`config.mk`:
```
export PLATFORM = sky130hd
export DESIGN_NAME = sctg_front
export DESIGN_NICKNAME = d
export VERILOG_FILES = /design/src/rtl/sctg_pkg.sv /design/src/rtl/sctg_front.sv
export SDC_FILE = /design/constraint.sdc
export NUM_CORES = 1
export LEC_CHECK = 0
export ABC_AREA = 0
export ABC_CLOCK_PERIOD_IN_PS = 4300
export BUFFER_PORTS_ARGS = -buffer_cell sky130_fd_sc_hd__buf_2
export CAP_MARGIN = 40
export CORE_UTILIZATION = 52
export CTS_CLUSTER_SIZE = 24
export DETAILED_ROUTE_END_ITERATION = 16
export MAX_ROUTING_LAYER = met4
export PLACE_DENSITY = 0.79
export SLEW_MARGIN = 20
export SYNTH_ARGS = -nofsm -noshare
export SYNTH_HDL_FRONTEND = slang
export SYNTH_SLANG_ARGS = --single-unit
```
`constraint.sdc`:
```
create_clock -name clk -period 4.3 [get_ports clk]
set_input_delay 0.645 -clock clk [delete_from_list [all_inputs] [get_ports clk]]
set_output_delay 0.645 -clock clk [all_outputs]
set_load 0.02 [all_outputs]
```
`src/rtl/sctg_pkg.sv`:
```
// Shared types and constants of the sprite column tile generator.
// Holds the work item and status structs, command codes and sizes.
// Depends on nothing; front, back and top use it by scoped names, and the bench imports it.
package sctg_pkg;

	localparam int STORE_BYTES     = 8192;
	localparam int SHAPE_BYTES     = 128;
	localparam int ROWS_PER_OBJECT = 32;

	// The store is split into even and odd byte halves so one word read gives both bytes.
	localparam int STORE_WORDS = STORE_BYTES / 2;
	localparam int WORD_AW     = $clog2(STORE_WORDS);
	localparam int SHAPE_AW    = $clog2(SHAPE_BYTES);
	localparam int SLOTS       = 2 * ROWS_PER_OBJECT;
	localparam int SLOT_W      = $clog2(SLOTS);

	localparam int X_W    = 13;
	localparam int Y_W    = 9;
	localparam int CODE_W = 14;

	localparam int QUEUE_DEPTH = 2;
	localparam int QPTR_W      = 1;
	localparam int QCNT_W      = 2;

	localparam logic [7:0] HIGH_BLOCK      = 8'ha0;
	localparam int         ROW_SKIP_BIT    = 3;
	localparam int         SAME_COLUMN_BIT = 2;
	localparam int         NEG_X_BIT       = 6;
	localparam int         FLIP_BASE       = 248;
	localparam int         COLUMN_STEP     = 16;
	localparam int         TILE_STEP       = 8;
	localparam int         NEG_X_OFFSET    = 256;

	typedef enum logic [1:0] {
		CMD_STORE_WR = 2'd0,
		CMD_SHAPE_WR = 2'd1,
		CMD_FRAME    = 2'd2,
		CMD_OBJECT   = 2'd3
	} cmd_t;

	typedef enum logic {
		CFG_SCREEN_FLIP = 1'b0,
		CFG_VIDEO_ON    = 1'b1
	} cfg_idx_t;

	typedef enum logic [1:0] {
		BK_IDLE,
		BK_RUN,
		BK_DRAIN
	} bk_state_t;

	typedef struct packed {
		cmd_t        cmd;
		logic [12:0] addr;
		logic [7:0]  data;
		logic [7:0]  neg_y;
		logic [7:0]  group;
		logic [7:0]  x;
		logic [7:0]  attr;
	} item_t;

	typedef struct packed {
		logic idle;
		logic pipe_empty;
		logic pend_valid;
	} bk_status_t;

endpackage

```
`src/rtl/sctg_front.sv`:
```
// Front end: accepts input words, drops those that have no effect and queues the rest.
// Depends on sctg_pkg for the item struct and command codes.
module sctg_front (
	input  logic               clk,
	input  logic               arst_n,
	input  logic               in_valid,
	output logic               in_stall,
	input  logic [1:0]         cmd,
	input  logic [12:0]        wr_addr,
	input  logic [7:0]         wr_byte,
	input  logic [7:0]         obj_neg_y,
	input  logic [7:0]         obj_group,
	input  logic [7:0]         obj_x,
	input  logic [7:0]         obj_attr,
	input  logic               video_on,
	input  logic               pop,
	output logic               q_valid,
	output sctg_pkg::item_t    q_item
);

	sctg_pkg::item_t              fifo_q [sctg_pkg::QUEUE_DEPTH];
	logic [sctg_pkg::QPTR_W-1:0]  wr_ptr_q;
	logic [sctg_pkg::QPTR_W-1:0]  rd_ptr_q;
	logic [sctg_pkg::QCNT_W-1:0]  count_q;
	sctg_pkg::item_t              item;
	logic                         keep;
	logic                         push;

	always_comb begin
		item.cmd   = sctg_pkg::cmd_t'(cmd);
		item.addr  = wr_addr;
		item.data  = wr_byte;
		item.neg_y = obj_neg_y;
		item.group = obj_group;
		item.x     = obj_x;
		item.attr  = obj_attr;
		case (item.cmd)
			sctg_pkg::CMD_SHAPE_WR: begin
				keep = (wr_addr < 13'(sctg_pkg::SHAPE_BYTES));
			end
			sctg_pkg::CMD_OBJECT: begin
				keep = video_on && ((obj_neg_y | obj_group | obj_x | obj_attr) != 8'd0);
			end
			default: begin
				keep = 1'b1;
			end
		endcase
	end

	assign in_stall = (count_q == sctg_pkg::QCNT_W'(sctg_pkg::QUEUE_DEPTH));
	assign push     = in_valid && !in_stall && keep;
	assign q_valid  = (count_q != '0);
	assign q_item   = fifo_q[rd_ptr_q];

	always_ff @(posedge clk or negedge arst_n) begin
		if (!arst_n) begin
			wr_ptr_q <= '0;
			rd_ptr_q <= '0;
			count_q  <= '0;
		end else begin
			if (push) begin
				wr_ptr_q <= wr_ptr_q + 1'b1;
			end
			if (pop) begin
				rd_ptr_q <= rd_ptr_q + 1'b1;
			end
			case ({push, pop})
				2'b10:   count_q <= count_q + 1'b1;
				2'b01:   count_q <= count_q - 1'b1;
				default: count_q <= count_q;
			endcase
		end
	end

	always_ff @(posedge clk) begin
		if (push) begin
			fifo_q[wr_ptr_q] <= item;
		end
	end

endmodule

```
# After elaboration in Yosys (flattened, before gate mapping)
# Memories as Yosys holds them, arrays and structs flattened.
# Cells that the tools add are included.
# word_totals
input_bits	60
regBits	4
n_memories	1
ramBits	110
word_cells	28
out_inout_bits	57
# classes
n_addsub	4
order_cmp	1
bitwise_logic	3
n_eq_ne	5
muxes	4
n_reduce_logical	7
# mem_list
name	depth	width	read_ports	rd_ports_with_merged_regs	write_ports	line_no	text
fifo_q	2	55	1	0	1	sctg_front.sv:21	sctg_pkg::item_t fifo_q [sctg_pkg::QUEUE_DEPTH];
# ops
operator	count
$or 8x8->8	3
$lt 13x8->1 const B	1
$reduce_bool 8->1	1
$eq 2x2->1 const B	3
$eq 2x1->1 const B	2
$pmux 2 s2	1
$reduce_bool 2->1	2
$logic_and 1x1->1	3
$add 1x1->1 const B	2
$add 2x1->2 const B	1
$mux 1	2
$pmux 1 s2	1
$sub 2x1->2 const B	1
$logic_not 1->1	1

# Depth between registers and ports, before layout
# Gate-level depths: netlist (run 1).
# logic_depth
depth_word	9
depth_mapped	8
ltp_nobuf	8

# Least setup slack after synthesis (run 1)
# Ideal clock, no wire load.
# synth_timing
path_type	input -> register
startpoint	input obj_x[2]
endpoint	memory fifo_q[0][0] in the netlist's numbering (enable)
path_stages	4
slack_ns	0.021
setup_time_ns	0.486
path_buffers	0
required_ns	3.814
t_arrival_ns	3.793
path_cell_list	nor4_1 and4_1 a21o_1 a21oi_1
# synth_between
elab_chain_cells	8
# synth_lines
item	line_no	text
start, declared	sctg_front.sv:13	input logic [7:0] obj_x,
$or 8x8->8 (2 in a row)	sctg_front.sv:42	keep = video_on && ((obj_neg_y | obj_group | obj_x | obj_attr) != 8'd0);
$reduce_bool 8->1	sctg_front.sv:42	
$logic_and 1x1->1	sctg_front.sv:42	
$pmux 1 s2	sctg_front.sv:37	case (item.cmd)
$logic_and 1x1->1	sctg_front.sv:51	assign push = in_valid && !in_stall && keep;
$mux 1	sctg_front.sv:76	if (push) begin
$mux 1 (not written as such)	sctg_front.sv:77	fifo_q[wr_ptr_q] <= item;
end, declared	sctg_front.sv:21	
# No other way between the ends.

==> results of run 1 <==
[routing by layer]
metal,GRT usage [%],up-vias,part of all wire (%)
met5,-,-,0
met1,23.36,1193,40
met2,32.05,84,53
li1,-,1131,-
met3,5.935,12,5.1
met4,8.718,0,1.6
[worst paths after layout]
check,endpoint,slack (ps),cells past startpoint
max,q_item[47],1580,4
min,fifo_q[1][41]$_DFFE_PP_,320,1
max reg2reg,fifo_q[0][47]$_DFFE_PP_,2230,5
min reg2reg,count_q[1]$_DFFE_PN0P_,490,1
max in group asynchronous,rd_ptr_q$_DFFE_PN0P_,3680,2
min in group asynchronous,count_q[1]$_DFFE_PN0P_,480,2
[cells in the mapped netlist (all sizes together) (2+ instances only)]
library cell and number:
edfxtp 110, mux2 56, nor4 9, buf 6, dfrtp 4, nand2 4, a21o 2, a21oi 2
and4 2, nand4 2, xnor2 2, xor2 2
[registers in the layout, indices dropped and copies added, names as in the netlist]
signal / flops
count_q: 2
wr_ptr_q: 1
fifo_q: 110
rd_ptr_q: 1
[cells by family after synthesis]
group	after synthesis	share of synthesized area, %
multiplexers	56	14.66
buffers and inverters	7	0.7807
AND/OR/NAND/NOR	24	3.702
adder cells (fa/ha/maj)	1	0.2891
flip-flops	114	78.66
AO/OA/AOI/OAI	6	1.099
XOR/XNOR	4	0.8099
[area by class of cell]
class                   count  area (µm²)
flip-flops and latches    114        3405
fillers                   505        2226
multi-input cells          91       912.1
repair buffers            124       675.6
clock buffers              18       417.9
well taps                 102       127.6
clock inverters            13       120.1
inverters                   1       3.754
[what timing repair did]
item / in CTS / in global routing
endpoints found under the setup margin: 0 / 0
hold buffers: 1 / 0
hold endpoints to repair: 4 / 0
setup buffers: 0 / 0
[through the flow]
stage / total power (µW) / cells / worst slack (ps) / hold slack, ps / cell area, µm²
floorplan: 2265 / 212 / 21.12 / 349.4 / 4327
detailed placement: 2624 / 431 / 1562 / 458.6 / 5114
CTS: 3886 / 463 / 1530 / 300.4 / 5662
global route: 4010 / 463 / 1446 / 302.0 / 5662
finish: 3848 / 463 / 1578 / 324.2 / 5662
global placement: 2578 / 429 / 1329 / 457.5 / 5066
[worst register-to-register path, delay by kind of cell, from the launching register on]
family                 cells  cell delay [ps]
AO/OA/AOI/OAI              1              460
buffers and inverters      2              560
flip-flops                 1              390
AND/OR/NAND/NOR            2              330
[report_power, final]
part,total (µW),internal [µW],leakage [µW],switching (µW)
registers,1510,1430,0.00105,83.2
logic,1090,469,0.000822,616
clock network,1250,806,0.000262,448
==> impl_results.md, run 1 <==
* Status: completed
* WS Path Type: reg2out
* Worst hold-check path type: in2reg
* Routed vias at 2420
* Clk_lat worst skew at 500 ps
* DR vias/cell at roughly 5.2
* Total CTS buffers at 17
* Final period utilization at about 63%
* Largest net degree at the start of global routing at 36
* Syn_area_per_cell at 20.41 µm²
* F_max at 367.3 MHz
* TritonRoute pass-1 iters at 4
* CP required at 3650 ps
* Critical path cell sequence: buf_12, buf_4, mux2_2, buf_2
* Reg-to-Reg Start: count_q[1]$_DFFE_PN0P_
* CP top delay family: flip-flops
* Buf+Inv Stages, Crit Path at 3
* H-tree Lvls at 4
* Synth Warn # at 0
* Final Hold Vio Count at 0
* Clock transition at the registers of the reported paths at 50 ps
* Port bufs at 116
* Max rail drop VDD at 0.3684 mV
* Relative slew slack at about 64%
* Sink Count at 114
* Post-Syn Area at 0.004327 mm²
* Synth top area cells: edfxtp_1 76%, mux2_2 14%, dfrtp_1 2.3%, nor4_1 1.2%, buf_2 0.69%
* Die Width at 93.22 µm
* Dpl hpwl at 5228 µm
* CP max stage delay at 630 ps
* Final ANT Viol Nets at 0
* Placer congestion estimate at 0.7457
* DRC violations left at 0
* Number of enable flip-flop cells after synthesis at 110
* Total Wirelength at 7810 µm
* Final setup violation count at 0
* Util after Layout at 71.78%
* Clk_skew at 7.271 ps
* First-pass GRT wire length at 12080 µm
* Drt initial violations at 99
* Vias in the first global route at approximately 2400
* CTS Root Cell: clkbuf_8
* Crit-path slowest cell: dfrtp_2
* ANT cells at 0
* Max-cap violations at 0
* Async set or reset register ratio after synthesis at 3.509%
* Total Die Area at between 0.008 and 0.009 mm²
* Commonest non-fill, non-tap cell in the layout: buf_2
* Total congestion overflow at 0
* Die height at just over 90 µm
* Most frequent cells in the layout: 116 x buf_2, 110 x edfxtp_1, 55 x mux2_2
* Sequential-to-total area share from yosys stat at ~80%
* Max FO, Critical Path at 27
* CTS tree: done
* Startpoint types: flop
* Lkg Pwr at 0.002139 µW
* Post-cts sizing count at 0
* Endpoint class of the critical path: output port
* Pwr Density at 679.7 mW/mm²
* Total track usage at 19.90%
* Site row count at 32
* Crit path DAT at 2080 ps
* Deepest clock path buffer count at 2
* Ys flop type: edfxtp_1
* Worst setup path start: rd_ptr_q$_DFFE_PN0P_
* Tmin final at 2722 ps
* Post-route setup TNS at 0 ps
* Core ar. at 0.007888 mm²
* Layout Nets at 410
* Starting Density at 54.85%
* Routed WL per cell at 16.87 µm
* Slew @ Worst Pin at 533.8 ps
* RSZ-0062 raised after global routing: false
* Hold path startpoint: wr_addr[1]
* Ports at roughly 120
* Synthesized flop and latch total at ~110
* Share of cells above drive strength 1 at 59.00%
* Top cell type's share of synthesized area at 76.34%
* Post-Syn Instances at between 200 and 250
* Yosys top cell by area: edfxtp_1
* Syn Nets at 273
* Layout area overhead at 30.86%
* Post-synthesis cell type count at 25
* Initial antenna violation count at 0
* Max-slew violation count at 0
No activity file was read; power rests on OpenSTA's default activity.
==> run 2, diff against run 1 <==
ABC_CLOCK_PERIOD_IN_PS = 2570   (was 4300)
clock period = 2.57 ns   (was 4.3 ns; I/O delays follow)
==> run 2 against run 1 <==
Net effect: global-route usage decreased by 0.32 points; power increased by 69%; clock power increased by 74%.
==> impl_results.md, run 2 (synthesized netlist as in run 1, its figures left out) <==
* Max FFs per register at 110 (unchanged)
* Share of cells above drive strength 1 at 59.72% (+0.72 points)
* Vias in the first global route at 2520 (+2.9%)
* Pwr Density at 1149 mW/mm² (+69%)
* Clk_skew at 8.848 ps (+1.577 ps)
* Relative slew slack at 69.24% (+4.9 points)
* Lkg Pwr at 0.002142 µW (+0.12%)
* Port bufs at 116 (unchanged)
* Clock transition at the registers of the reported paths at 60 ps (about the same)
* CTS tree: done
* ANT cells at 0 (unchanged)
* Core ar. at 0.007888 mm² (unchanged)
* Max-slew violation count at 0 (unchanged)
* WS Path Type: reg2out
* Ports at 117 (unchanged)
* Drt initial violations at 148 (+49%)
* Endpoint class of the critical path: output port
* Hold Slack at 60.13 ps (-264.1 ps)
* Placed inst area at 0.005104 mm² (-0.20%)
* DR vias/cell at 5.158 (-1.3%)
* Max-cap violations at 0 (unchanged)
* Hold Path Depth at 1 (unchanged)
* Routed WL per cell at 16.88 µm (about the same)
* Finished layout cell area at 0.005675 mm² (+0.24%)
* Sink Count at 114 (unchanged)
* CP required at 2180 ps (-1470 ps)
* Initial antenna violation count at 0 (unchanged)
* Placed cell count at 429 (-0.46%)
* Clk_lat worst skew at 510 ps (about the same)
* DRC violations left at 0 (unchanged)
* Total track usage at 19.59% (-0.32 points)
* RSZ-0062 raised after global routing: false
* Util after Layout at 71.95% (+0.17 points)
* F_max at approximately 430 MHz
* Startpoint types: flop
* Final ANT Viol Nets at 0 (unchanged)
* Die height at 93.22 µm (unchanged)
* Final Hold Vio Count at 0 (unchanged)
* Max rail drop VDD at 0.6725 mV (+83%)
* Starting Density at 54.85% (unchanged)
* Die Width at 93.22 µm (unchanged)
* First-pass GRT wire length at 11920 µm (-1.3%)
* Crit path DAT at 1940 ps (-140 ps)
* Layout Nets at 408 (-0.49%)
* Status: completed
* Max FO, Critical Path at 18 (-33%)
* FF-to-FF path depth at 5 (unchanged)
* Total Die Area at 0.008689 mm² (unchanged)
* Largest regs: fifo_q: 110 flops, count_q: 2 flops
* H-tree Lvls at 4 (unchanged)
* Most frequent cells in the layout: 116 x buf_2, 110 x edfxtp_1, 55 x mux2_2
* TritonRoute pass-1 iters at 4 (unchanged)
* Dpl hpwl at 5126 µm (-1.9%)
* Slew @ Worst Pin at 458.7 ps (-75.15 ps)
* Worst hold-check path type: in2reg
* Layout area overhead at 31.17%
* Total Wirelength at 7797 µm (-0.17%)
* CTS Root Cell: clkbuf_8
* Largest net degree at the start of global routing at 56 (+56%)
* Most flops, register: fifo_q
* Fin cells at 462 (-0.22%)
* Routed vias at 2383 (-1.5%)
* Placer congestion estimate at 0.7047 (-5.5%)
* Final setup violation count at 0 (unchanged)
* Total CTS buffers at 17 (unchanged)
* Commonest non-fill, non-tap cell in the layout: buf_2
* Final period utilization at 90.66%
* Deepest clock path buffer count at 2 (unchanged)
* Post-route setup TNS at 0 ps (unchanged)
* # Post-CTS Setup Buffers at 0 (unchanged)
* Tmin final at 2330 ps
* Total congestion overflow at 0 (unchanged)
* Site row count at 32 (unchanged)
[run 2: worst paths after layout]
path	slack (ps)	to	startpoint
setup / recovery	240	q_item[1]	rd_ptr_q$_DFFE_PN0P_
hold / removal	60	fifo_q[1][35]$_DFFE_PP_	wr_byte[3]
setup reg to reg	930	fifo_q[1][33]$_DFFE_PP_	count_q[1]$_DFFE_PN0P_
hold reg to reg	490	count_q[1]$_DFFE_PN0P_	count_q[1]$_DFFE_PN0P_
max in group asynchronous	2230	rd_ptr_q$_DFFE_PN0P_	arst_n
min in group asynchronous	200	rd_ptr_q$_DFFE_PN0P_	arst_n
[run 2: final cells by class]
type / instances / area, µm²
inverters: 1 / 3.754
well taps: 102 / 127.6
clock inverters: 15 / 147.6
fillers: 543 / 2212
repair buffers: 122 / 665.6
flip-flops and latches: 114 / 3405
multi-input cells: 91 / 912.1
clock buffers: 17 / 414.1
[run 2: critical path, stage by stage (launching register included)]
cell and delay [ps]:
dfrtp_2 640, buf_4 270, mux2_2 360, buf_2 160
[run 2: per-stage QoR]
stage | worst slack, ps | power [µW]
3_3_place_gp | 340.3 | 4367
6_report | 240.0 | 6518
5_1_grt | 158.6 | 6787
3_5_place_dp | 267.0 | 4399
4_1_cts | 204.1 | 6578
2_1_floorplan | -272.7 | 3778
[run 2: layer usage]
layer	vias to the layer above	track usage [%]	share of wire, %
met4	0	8.590	1.1
met3	9	5.610	4.7
met2	79	30.45	51
li1	1126	-	-
met5	-	-	0
met1	1169	24.14	44
[run 2: report_power, final]
part           internal, µW  leakage (µW)  switching, µW  total (µW)
Sequential             2380       0.00105            137        2520
Combinational           781      0.000811           1050        1830
Clock                  1310      0.000276            862        2170
Total                  4470       0.00214           2050        6520
[run 2: repair_timing]
item                                   in CTS  in global routing
gates resized for setup                     0                  0
hold buffers                                1                  0
endpoints found under the hold margin       4                  0
